--- src/rtl/lrr_pkg.sv ---
// ---------------------------------------------------------------------------
// lrr_pkg: shared definitions for the ranged random generator
// Constants of the congruential generator, field widths and the command and
// status groups passed between the controller and the datapath.
// ---------------------------------------------------------------------------
package lrr_pkg;

	localparam int unsigned WordW  = 32;
	localparam int unsigned RawW   = 31;
	localparam int unsigned CntW   = 5;

	localparam logic [WordW-1:0] LcgMul = 32'd1103515245;
	localparam logic [WordW-1:0] LcgAdd = 32'd12345;

	// Last counter value of the generator steps in one raw draw and of the divider iterations.
	localparam logic [CntW-1:0] LcgLast = 5'd2;
	localparam logic [CntW-1:0] DivLast = 5'(RawW - 1);

	typedef struct packed {
		logic load_in;    // capture the accepted input word
		logic setup;      // form range and base, clear the remainder
		logic lcg_step;   // advance the generator one step
		logic lcg_first;  // first step of a draw: seed if needed, start raw value
		logic div_step;   // one restoring division iteration
		logic out_load;   // load the result register
	} lrr_cmd_t;

	typedef struct packed {
		logic range_zero;
	} lrr_status_t;

endpackage

--- src/rtl/lcg_ranged_random.sv ---
// ---------------------------------------------------------------------------
// lcg_ranged_random: ranged pseudo-random number generator
// Draws 31 bits from three steps of a 32-bit linear congruential generator
// and reduces them to a requested range with an iterative remainder unit.
// ---------------------------------------------------------------------------
// Usage:
// Each word on the slave stream requests one value. s_tuser selects the mode:
// 0 returns a value below bound_a (0 when bound_a is 0), 1 returns a value
// between the two bounds, the smaller one included and the larger excluded
// (the bound itself when both are equal). One result word leaves on the
// master stream for every accepted word, in order.
// The cfg channel writes the seed, which is used by the first generator step
// of the first draw after reset; later writes have no effect, as reset sets
// the seed back to 1. cfg_ready is always high.
// From acceptance, a draw passes through setup, three generator steps, 31
// remainder iterations and the output load before m_tvalid rises; a zero
// range goes from setup straight to the output load. The 31 one-bit remainder
// iterations make up most of a draw. One item is handled at a time: a new word
// is accepted once the previous result has entered the output register.
// If the receiver stalls, that result waits there and the next item is
// computed, then held until the register is free.
// Reset clears the generator to 1, the seed to 1 and empties the output.
// ---------------------------------------------------------------------------
module lcg_ranged_random (
	input  logic        clk,
	input  logic        arst_n,
	input  logic        cfg_valid,
	output logic        cfg_ready,
	input  logic [31:0] cfg_data,     // seed_value
	input  logic        s_tvalid,
	output logic        s_tready,
	input  logic [63:0] s_tdata,      // [31:0] bound_a, [63:32] bound_b
	input  logic        s_tuser,      // [0] mode
	output logic        m_tvalid,
	input  logic        m_tready,
	output logic [31:0] m_tdata       // [31:0] value
);

	lrr_pkg::lrr_cmd_t    cmd;
	lrr_pkg::lrr_status_t status;

	assign cfg_ready = 1'b1;

	lrr_ctrl u_ctrl (
		.clk      (clk),
		.arst_n   (arst_n),
		.s_tvalid (s_tvalid),
		.s_tready (s_tready),
		.m_tvalid (m_tvalid),
		.m_tready (m_tready),
		.status   (status),
		.cmd      (cmd)
	);

	lrr_dp u_dp (
		.clk        (clk),
		.arst_n     (arst_n),
		.cmd        (cmd),
		.status     (status),
		.cfg_valid  (cfg_valid),
		.cfg_data   (cfg_data),
		.in_mode    (s_tuser),
		.in_bound_a (s_tdata[31:0]),
		.in_bound_b (s_tdata[63:32]),
		.out_value  (m_tdata)
	);

endmodule

--- src/rtl/lrr_ctrl.sv ---
// ---------------------------------------------------------------------------
// lrr_ctrl: sequencer of the ranged random generator
// Walks one item through setup, three generator steps, division iterations
// and output load (no draw for a zero range); handles both stream handshakes.
// ---------------------------------------------------------------------------
module lrr_ctrl (
	input  logic                 clk,
	input  logic                 arst_n,
	input  logic                 s_tvalid,
	output logic                 s_tready,
	output logic                 m_tvalid,
	input  logic                 m_tready,
	input  lrr_pkg::lrr_status_t status,
	output lrr_pkg::lrr_cmd_t    cmd
);

	typedef enum logic [2:0] {
		S_IDLE,
		S_SETUP,
		S_LCG,
		S_DIV,
		S_FINISH
	} state_t;

	state_t                    state_q;
	logic [lrr_pkg::CntW-1:0]  cnt_q;
	logic                      s_tready_q;
	logic                      m_tvalid_q;
	logic                      accept;
	logic                      out_free;

	assign s_tready = s_tready_q;
	assign m_tvalid = m_tvalid_q;
	assign accept   = s_tvalid && s_tready_q;
	assign out_free = !m_tvalid_q || m_tready;

	always_comb begin
		cmd           = '0;
		cmd.load_in   = accept;
		cmd.setup     = (state_q == S_SETUP);
		cmd.lcg_step  = (state_q == S_LCG);
		cmd.lcg_first = (state_q == S_LCG) && (cnt_q == '0);
		cmd.div_step  = (state_q == S_DIV);
		cmd.out_load  = (state_q == S_FINISH) && out_free;
	end

	always_ff @(posedge clk or negedge arst_n) begin
		if (!arst_n) begin
			state_q    <= S_IDLE;
			cnt_q      <= '0;
			s_tready_q <= 1'b1;
			m_tvalid_q <= 1'b0;
		end else begin
			if (cmd.out_load) begin
				m_tvalid_q <= 1'b1;
			end else if (m_tvalid_q && m_tready) begin
				m_tvalid_q <= 1'b0;
			end
			unique case (state_q)
				S_IDLE: begin
					if (accept) begin
						s_tready_q <= 1'b0;
						state_q    <= S_SETUP;
					end
				end
				S_SETUP: begin
					cnt_q <= '0;
					// A zero range skips the draw entirely and leaves the generator state alone.
					if (status.range_zero) begin
						state_q <= S_FINISH;
					end else begin
						state_q <= S_LCG;
					end
				end
				S_LCG: begin
					if (cnt_q == lrr_pkg::LcgLast) begin
						cnt_q   <= '0;
						state_q <= S_DIV;
					end else begin
						cnt_q <= cnt_q + 1'b1;
					end
				end
				S_DIV: begin
					if (cnt_q == lrr_pkg::DivLast) begin
						cnt_q   <= '0;
						state_q <= S_FINISH;
					end else begin
						cnt_q <= cnt_q + 1'b1;
					end
				end
				S_FINISH: begin
					if (out_free) begin
						s_tready_q <= 1'b1;
						state_q    <= S_IDLE;
					end
				end
				default: begin
					state_q <= S_IDLE;
				end
			endcase
		end
	end

endmodule

--- src/rtl/lrr_dp.sv ---
// ---------------------------------------------------------------------------
// lrr_dp: datapath of the ranged random generator
// Holds the seed and generator state, the congruential multiplier, the raw
// draw register, a restoring remainder unit and the result register.
// ---------------------------------------------------------------------------
module lrr_dp (
	input  logic                         clk,
	input  logic                         arst_n,
	input  lrr_pkg::lrr_cmd_t            cmd,
	output lrr_pkg::lrr_status_t         status,
	input  logic                         cfg_valid,
	input  logic [lrr_pkg::WordW-1:0]    cfg_data,
	input  logic                         in_mode,
	input  logic [lrr_pkg::WordW-1:0]    in_bound_a,
	input  logic [lrr_pkg::WordW-1:0]    in_bound_b,
	output logic [lrr_pkg::WordW-1:0]    out_value
);

	logic [lrr_pkg::WordW-1:0] seed_q;
	logic                      seeded_q;
	logic [lrr_pkg::WordW-1:0] gen_q;
	logic                      mode_q;
	logic [lrr_pkg::WordW-1:0] bound_a_q;
	logic [lrr_pkg::WordW-1:0] bound_b_q;
	logic [lrr_pkg::WordW-1:0] range_q;
	logic [lrr_pkg::WordW-1:0] base_q;
	logic [lrr_pkg::RawW-1:0]  raw_q;
	logic [lrr_pkg::WordW-1:0] rem_q;
	logic [lrr_pkg::WordW-1:0] value_q;

	logic [lrr_pkg::WordW-1:0] setup_range;
	logic [lrr_pkg::WordW-1:0] lcg_src;
	logic [lrr_pkg::WordW-1:0] lcg_next;
	logic [lrr_pkg::WordW:0]   rem_shift;
	logic [lrr_pkg::WordW:0]   rem_diff;

	// The range is formed from the held request so the controller can branch during setup.
	always_comb begin
		if (!mode_q) begin
			setup_range = bound_a_q;
		end else if (bound_a_q > bound_b_q) begin
			setup_range = bound_a_q - bound_b_q;
		end else begin
			setup_range = bound_b_q - bound_a_q;
		end
	end

	assign status.range_zero = (setup_range == '0);
	assign out_value         = value_q;

	// The seed is taken in on the first step of the first draw after reset.
	assign lcg_src  = seeded_q ? gen_q : seed_q;
	assign lcg_next = lcg_src * lrr_pkg::LcgMul + lrr_pkg::LcgAdd;

	assign rem_shift = {rem_q, raw_q[lrr_pkg::RawW-1]};
	assign rem_diff  = rem_shift - {1'b0, range_q};

	always_ff @(posedge clk or negedge arst_n) begin
		if (!arst_n) begin
			seed_q   <= 32'd1;
			seeded_q <= 1'b0;
			gen_q    <= 32'd1;
		end else begin
			if (cfg_valid) begin
				seed_q <= cfg_data;
			end
			if (cmd.lcg_step) begin
				gen_q <= lcg_next;
				if (cmd.lcg_first) begin
					seeded_q <= 1'b1;
				end
			end
		end
	end

	always_ff @(posedge clk) begin
		if (cmd.load_in) begin
			mode_q    <= in_mode;
			bound_a_q <= in_bound_a;
			bound_b_q <= in_bound_b;
		end
		if (cmd.setup) begin
			rem_q   <= '0;
			range_q <= setup_range;
			if (!mode_q) begin
				base_q <= '0;
			end else if (bound_a_q > bound_b_q) begin
				base_q <= bound_b_q;
			end else begin
				base_q <= bound_a_q;
			end
		end
		if (cmd.lcg_step) begin
			if (cmd.lcg_first) begin
				raw_q <= {20'd0, lcg_next[26:16]};
			end else begin
				raw_q <= {raw_q[20:0], lcg_next[25:16]};
			end
		end
		if (cmd.div_step) begin
			raw_q <= {raw_q[lrr_pkg::RawW-2:0], 1'b0};
			if (!rem_diff[lrr_pkg::WordW]) begin
				rem_q <= rem_diff[lrr_pkg::WordW-1:0];
			end else begin
				rem_q <= rem_shift[lrr_pkg::WordW-1:0];
			end
		end
		if (cmd.out_load) begin
			// The remainder stays zero when the range is zero, so the base alone comes out.
			value_q <= base_q + rem_q;
		end
	end

endmodule

--- config.mk ---
export PLATFORM = sky130hd
export DESIGN_NAME = lcg_ranged_random
export DESIGN_NICKNAME = d
export VERILOG_FILES = /design/src/rtl/lrr_pkg.sv /design/src/rtl/lcg_ranged_random.sv /design/src/rtl/lrr_ctrl.sv /design/src/rtl/lrr_dp.sv
export SDC_FILE = /design/constraint.sdc
export NUM_CORES = 1
export LEC_CHECK = 0
export ABC_AREA = 1
export BUFFER_PORTS_ARGS = -buffer_cell sky130_fd_sc_hd__buf_2
export CAP_MARGIN = 10
export CORE_MARGIN = 2
export CORE_UTILIZATION = 40
export DETAILED_ROUTE_END_ITERATION = 7
export PLACE_DENSITY_LB_ADDON = 0.3
export RECOVER_POWER = 50
export SLEW_MARGIN = 5
export SYNTH_ARGS = -nofsm -noshare
export SYNTH_HDL_FRONTEND = slang
export SYNTH_SLANG_ARGS = --single-unit
--- constraint.sdc ---
create_clock -name clk -period 11.15 [get_ports clk]
set_clock_uncertainty 0.2 [all_clocks]
set_input_delay 2.23 -clock clk [delete_from_list [all_inputs] [get_ports clk]]
set_output_delay 2.23 -clock clk [all_outputs]
set_load 0.005 [all_outputs]
-- After elaboration in Yosys (flattened, before gate mapping)
Index checks and enable logic that the tools add are counted.
Widths: inputs -> output; s select.
- register bits: 299
- latch bits: 0
- bits in writable memories: 0
- ROM bits: 0
- input bits: 102
- output and inout port bits: 35
- word-level logic and storage cells: 75
- memories: 0
- add/subtract/negate cells: 6
- multipliers: 1
- divide/modulo/power cells: 0
- magnitude comparators: 1
- equal/unequal tests: 10
- shift-type cells: 0
- mux-type cells: 24
- bitwise logic cells: 0
- reductions and logical operators: 17
- operators by type and width (kind ; count):
    $mux 32 ; 7
    $mux 31 ; 3
    $sub 32x32->32 ; 2
    $sub 33x32->33 ; 1
    $add 32x14->32 const B ; 1
    $add 32x32->32 ; 1
    $gt 32x32->1 ; 1
    $logic_not 32->1 ; 1
    $mul 32x31->32 const B ; 1
    $mux 3 ; 5
    $pmux 3 s5 ; 1
    $pmux 5 s3 ; 1
    $mux 5 ; 2
    $ne 2x1->1 const B ; 4
    $reduce_bool 2->1 ; 4
    $eq 3x2->1 const B ; 2
    $add 5x1->5 const B ; 1
    $eq 5x2->1 const B ; 1
    $eq 5x5->1 const B ; 1
    $logic_not 5->1 ; 1
    $logic_and 1x1->1 ; 4
    $mux 1 ; 4
    $reduce_and 4->1 ; 1
    $eq 3x1->1 const B ; 1
    other kinds (8) ; 8

-- Logic depth before layout (Yosys ltp)
- depth after elaboration: 6
- mapped depth: 34
- mapped depth without buffers: 32

-- By module
A second synthesis with hierarchy kept.
- cells, all modules: 3446
- area total of the unflattened synthesis: 26990.9 um2
- by module, submodules not included (module ; instances ; cells each ; area each (um2) ; seq. area each (um2)):
    lrr_dp ; 1 ; 3347 ; 26322.7 ; 8095.3
    lrr_ctrl ; 1 ; 97 ; 656.9 ; 251.5
    lcg_ranged_random ; 1 ; 2 ; 11.3 ; 0.0

-- Least setup slack after synthesis
No wires, ideal clock.
- kind: register to register
- start: reg u_dp.seeded_q
- end: reg u_dp.raw_q[10] (netlist name) (data pin)
- library setup time: 259 ps
- data arrival time: 6673 ps
- required time: 10691 ps
- setup slack: 4018 ps
- cell stages (with the launch flop): 29
- path buffers: 3
- clock period less this slack: 7132 ps
- path through: dfrtp_1 > buf_2 > buf_2 > clkbuf_1 > o21ai_0 > inv_1 > ha_1 > xor2_1 > ha_1 > a21oi_1 > fa_1 > fa_1 > inv_1 > fa_1 > fa_1 > fa_1 > inv_1 > fa_1 > inv_1 > ha_1 > a21oi_1 > o21a_1 > inv_1 > a211oi_1 > nand2_1 > a31oi_1 > nand3_1 > nand3_1 > nand3_1
- word-level cells in the longest chain between the ends: 6
- ends and longest elaborated chain (what ; line ; source):
    start: declaration ; lrr_dp.sv:20 ; logic seeded_q;
    start signal: assignment ; lrr_dp.sv:61 ; seeded_q <= 1'b0;
    start signal: assignment ; lrr_dp.sv:70 ; seeded_q <= 1'b1;
    $mux 32 ; lrr_dp.sv:52 ; assign lcg_src = seeded_q ? gen_q : seed_q;
    $mul 32x31->32 ; lrr_dp.sv:53 ; assign lcg_next = lcg_src * lrr_pkg::LcgMul + lrr_pkg::LcgAdd;
    $add 32x14->32 ; lrr_dp.sv:53 ;
    $mux 31 ; lrr_dp.sv:94 ; if (cmd.lcg_first) begin
    $mux 31 ; lrr_dp.sv:93 ; if (cmd.lcg_step) begin
    $mux 31 ; lrr_dp.sv:100 ; if (cmd.div_step) begin
    end signal: assignment ; lrr_dp.sv:95 ; raw_q <= {20'd0, lcg_next[26:16]};
    end signal: assignment ; lrr_dp.sv:97 ; raw_q <= {raw_q[20:0], lcg_next[25:16]};
    end signal: assignment ; lrr_dp.sv:101 ; raw_q <= {raw_q[lrr_pkg::RawW-2:0], 1'b0};
    end: declaration ; lrr_dp.sv:27 ; logic [lrr_pkg::RawW-1:0] raw_q;
Every way passes these cells. The select of a mux whose other input is x is not followed.
A chain may end at the register's enable or synchronous reset.

-- Final worst setup path
- start: reg u_dp.seeded_q
- end: reg u_dp.raw_q[9] (netlist name) (data pin)
Same word-level chain as after synthesis.

==> reports/results.txt <==
Worst Hold Class: flop to flop
Worst path required time: 11.22 ns
GRT Resource Usage Total: 20.4%
DR top layer: met5
Root buffer cell: clkbuf_16
Status: finished with violations
Register area: 8350 um^2
Fmax: 0.116 GHz
Synth Instances: 3331
Share of post-route cells with drive strength above 1: 7.63%
Final HPWL DP: 57400 um
Max Root-Sink Buffers: 3
Synth area leaders: edfxtp_1 25%, ha_1 14%, nand2_1 11%, inv_1 11%, fa_1 10%
Startpoint types: flop
Post-synthesis sequential area ratio: 31.3%
Post-synth EDFFs: 223
Rel. slew slack: -152%
IO Port Bufs: 130
Reg-to-Reg Start: u_dp.seeded_q
Main synth FF type: edfxtp_1
DRC violations left: 0
Crit. End Element: flop
Setup Viol. Count Final: 0
Starting DRT DRC Count: 1468
# IOs: 137
Largest net degree at the start of global routing: 96
Die width: 262 um
Post-DRT Antenna Nets: 0
Postcts setup bufs: 0
Die area: 68800 um^2
CTS tree: yes
Register-to-Register Path Depth: 25
Via Count: 21.2k
Max-slew violation count: 239
Crit path from: u_dp.seeded_q
Async S/R FF share, synth: 22.5%
CTS buffer count: 36
Top cell type's share of synthesized area: 25.1%
R2R setup slack: 2.53 ns
Clock Latency Late Sink: 0.56 ns
First-pass GRT wire length: 112000 um
Fin Setup TNS: 0 ns
Synthesized flop and latch total: 289
Number of hold buffers added after CTS: 0
Slew @ Worst Pin: 3.78 ns
Cell variety after synth: 55
Filler cell count: 6640
# Max-Cap Violations: 5
End of the critical path: u_dp.raw_q[9]
Core area: 65900 um^2
Congestion Overflow GR: 0
Nets: 3972
Maximum fanout along the worst path: 25
Via density: 4.88
First-pass DRT Iterations: 5
Synth Area per Inst: 8.01 um^2
Commonest non-fill, non-tap cell in the layout: nand2_1
Post-Syn Area: 26700 um^2
Failing checks: max-capacitance violations, max-slew violations
Met1 Wirelength: 34600 um
# rows: 94
CTS sink cnt: 289
Syn Nets: 3859
RSZ-0062 raised after global routing: false
Final period util: 77.3%
Minimum clock period: 8.62 ns
Hold WS: 0.275 ns
Antenna violations before repair: 3
Multi-input logic area: 15100 um^2
Yosys top cell by area: edfxtp_1
Most frequent cells in the layout: 786 x nand2_1, 768 x inv_1, 291 x ha_1
Gpl congestion: 0.941
Cts repair resizes: 0
Area grow syn2layout: 10.2%
DR WL met3: 3910 um
Metal2 WL: 29500 um
Routed len/inst: 16.1 um
Yosys warnings: 0
Kind of critical path: flop to flop
Hold Vio Cnt, Final: 0
Initial Util: 40.5%
Die H: 262 um
Drt total wl: 69900 um
Vias in the first global route: 20.8k
Clk slew on worst S/H paths: 0.06 ns
Worst path arrival time: 8.69 ns
CTS H-Tree Depth: 2
RR Endpoint: u_dp.raw_q[9]
==> area by class of cell <==
type,count,area share (%)
tap,864,3.68
multi-input combinational,2201,51.3
antenna,1,0.00852
clock buffer,41,3.20
sequential,289,28.4
timing repair buffer,143,2.44
clock inverter,24,1.09
inverter,773,9.87
==> per-layer routing <==
| metal | up-vias | global-route usage (%) |
|---|---|---|
| met4 | 2 | 5.79 |
| met2 | 551 | 30.5 |
| met5 | - | 0 |
| li1 | 10800 | - |
| met1 | 9748 | 30.6 |
| met3 | 106 | 3.02 |
==> kinds of logic (layout without fill, tap and decap cells) <==
kind of cell / count (synthesis) / count (layout) / share of synthesized area (%)
simple gates: 1136 / 1136 / 17.5
buf+inv: 841 / 981 / 12.2
compound gates: 485 / 485 / 9.91
fa+ha+maj: 426 / 426 / 23.8
flops: 289 / 289 / 31.3
xor+xnor: 132 / 132 / 4.33
mux: 21 / 21 / 0.886
other cells: 1 / 2 / 0.0141
==> synth_stat cells (all sizes together), types with 2 or more instances <==
master,number
a2111oi,2
a211oi,3
a21boi,9
a21o,8
a21oi,189
a221oi,6
a31oi,13
and2,2
buf,37
clkbuf,31
dfrtp,62
dfstp,3
edfxtp,223
fa,135
ha,291
inv,772
mux2,21
nand2,805
nand3,124
nand3b,2
nand4,25
nor2,147
nor3,15
nor4,3
o2111ai,2
o211ai,3
o21a,10
o21ai,212
o21bai,9
o22ai,14
o31ai,4
or2,12
xnor2,59
xor2,73
==> sequential cells by signal, summed over array words and instances (netlist names), 31 cells and up <==
name / count
u_dp.rem_q: 32
u_dp.base_q: 32
u_dp.bound_a_q: 32
u_dp.out_value: 32
u_dp.raw_q: 31
u_dp.range_q: 32
u_dp.bound_b_q: 32
==> worst max-delay path, stage by stage (launching register included) <==
cell and delay (ns):
dfrtp_1 0.91, clkbuf_1 0.77, o21ai_0 0.53, ha_1 0.46, inv_1 0.08, fa_1 0.42
fa_1 0.50, fa_1 0.55, inv_1 0.05, fa_1 0.50, inv_1 0.05, fa_1 0.50
inv_1 0.08, fa_1 0.53, inv_1 0.06, fa_1 0.54, inv_1 0.04, ha_1 0.34
inv_1 0.09, nor3_1 0.26, and2_1 0.19, nand3_1 0.08, nand3_1 0.13, a21oi_1 0.07
o21ai_0 0.22, o21ai_0 0.15
==> worst min path at each step <==
stage | start | end | cells past startpoint
floorplan | u_dp.gen_q[4] | u_dp.gen_q[4] | 2
global placement | u_dp.gen_q[4] | u_dp.gen_q[4] | 2
detailed placement | u_dp.gen_q[1] | u_dp.gen_q[1] | 2
CTS | u_dp.gen_q[4] | u_dp.gen_q[4] | 2
global route | u_dp.gen_q[14] | u_dp.gen_q[14] | 2
finish | u_dp.gen_q[4] | u_dp.gen_q[4] | 2
==> through the flow <==
step | util [%] | instances | worst slack [ns] | cell area [um^2]
global placement | 42.8 | 4270 | 2.91 | 28200
global route | 44.6 | 4335 | 1.93 | 29400
floorplan | - | 3331 | 4.02 | 26700
detailed placement | 42.8 | 4270 | 2.77 | 28200
CTS | 44.7 | 4335 | 2.73 | 29400
finish | 44.6 | 4336 | 2.53 | 29400
Power is left out: the tool's default activity adds up to more than one toggle a clock period on the data nets, which glitch-free logic cannot reach.
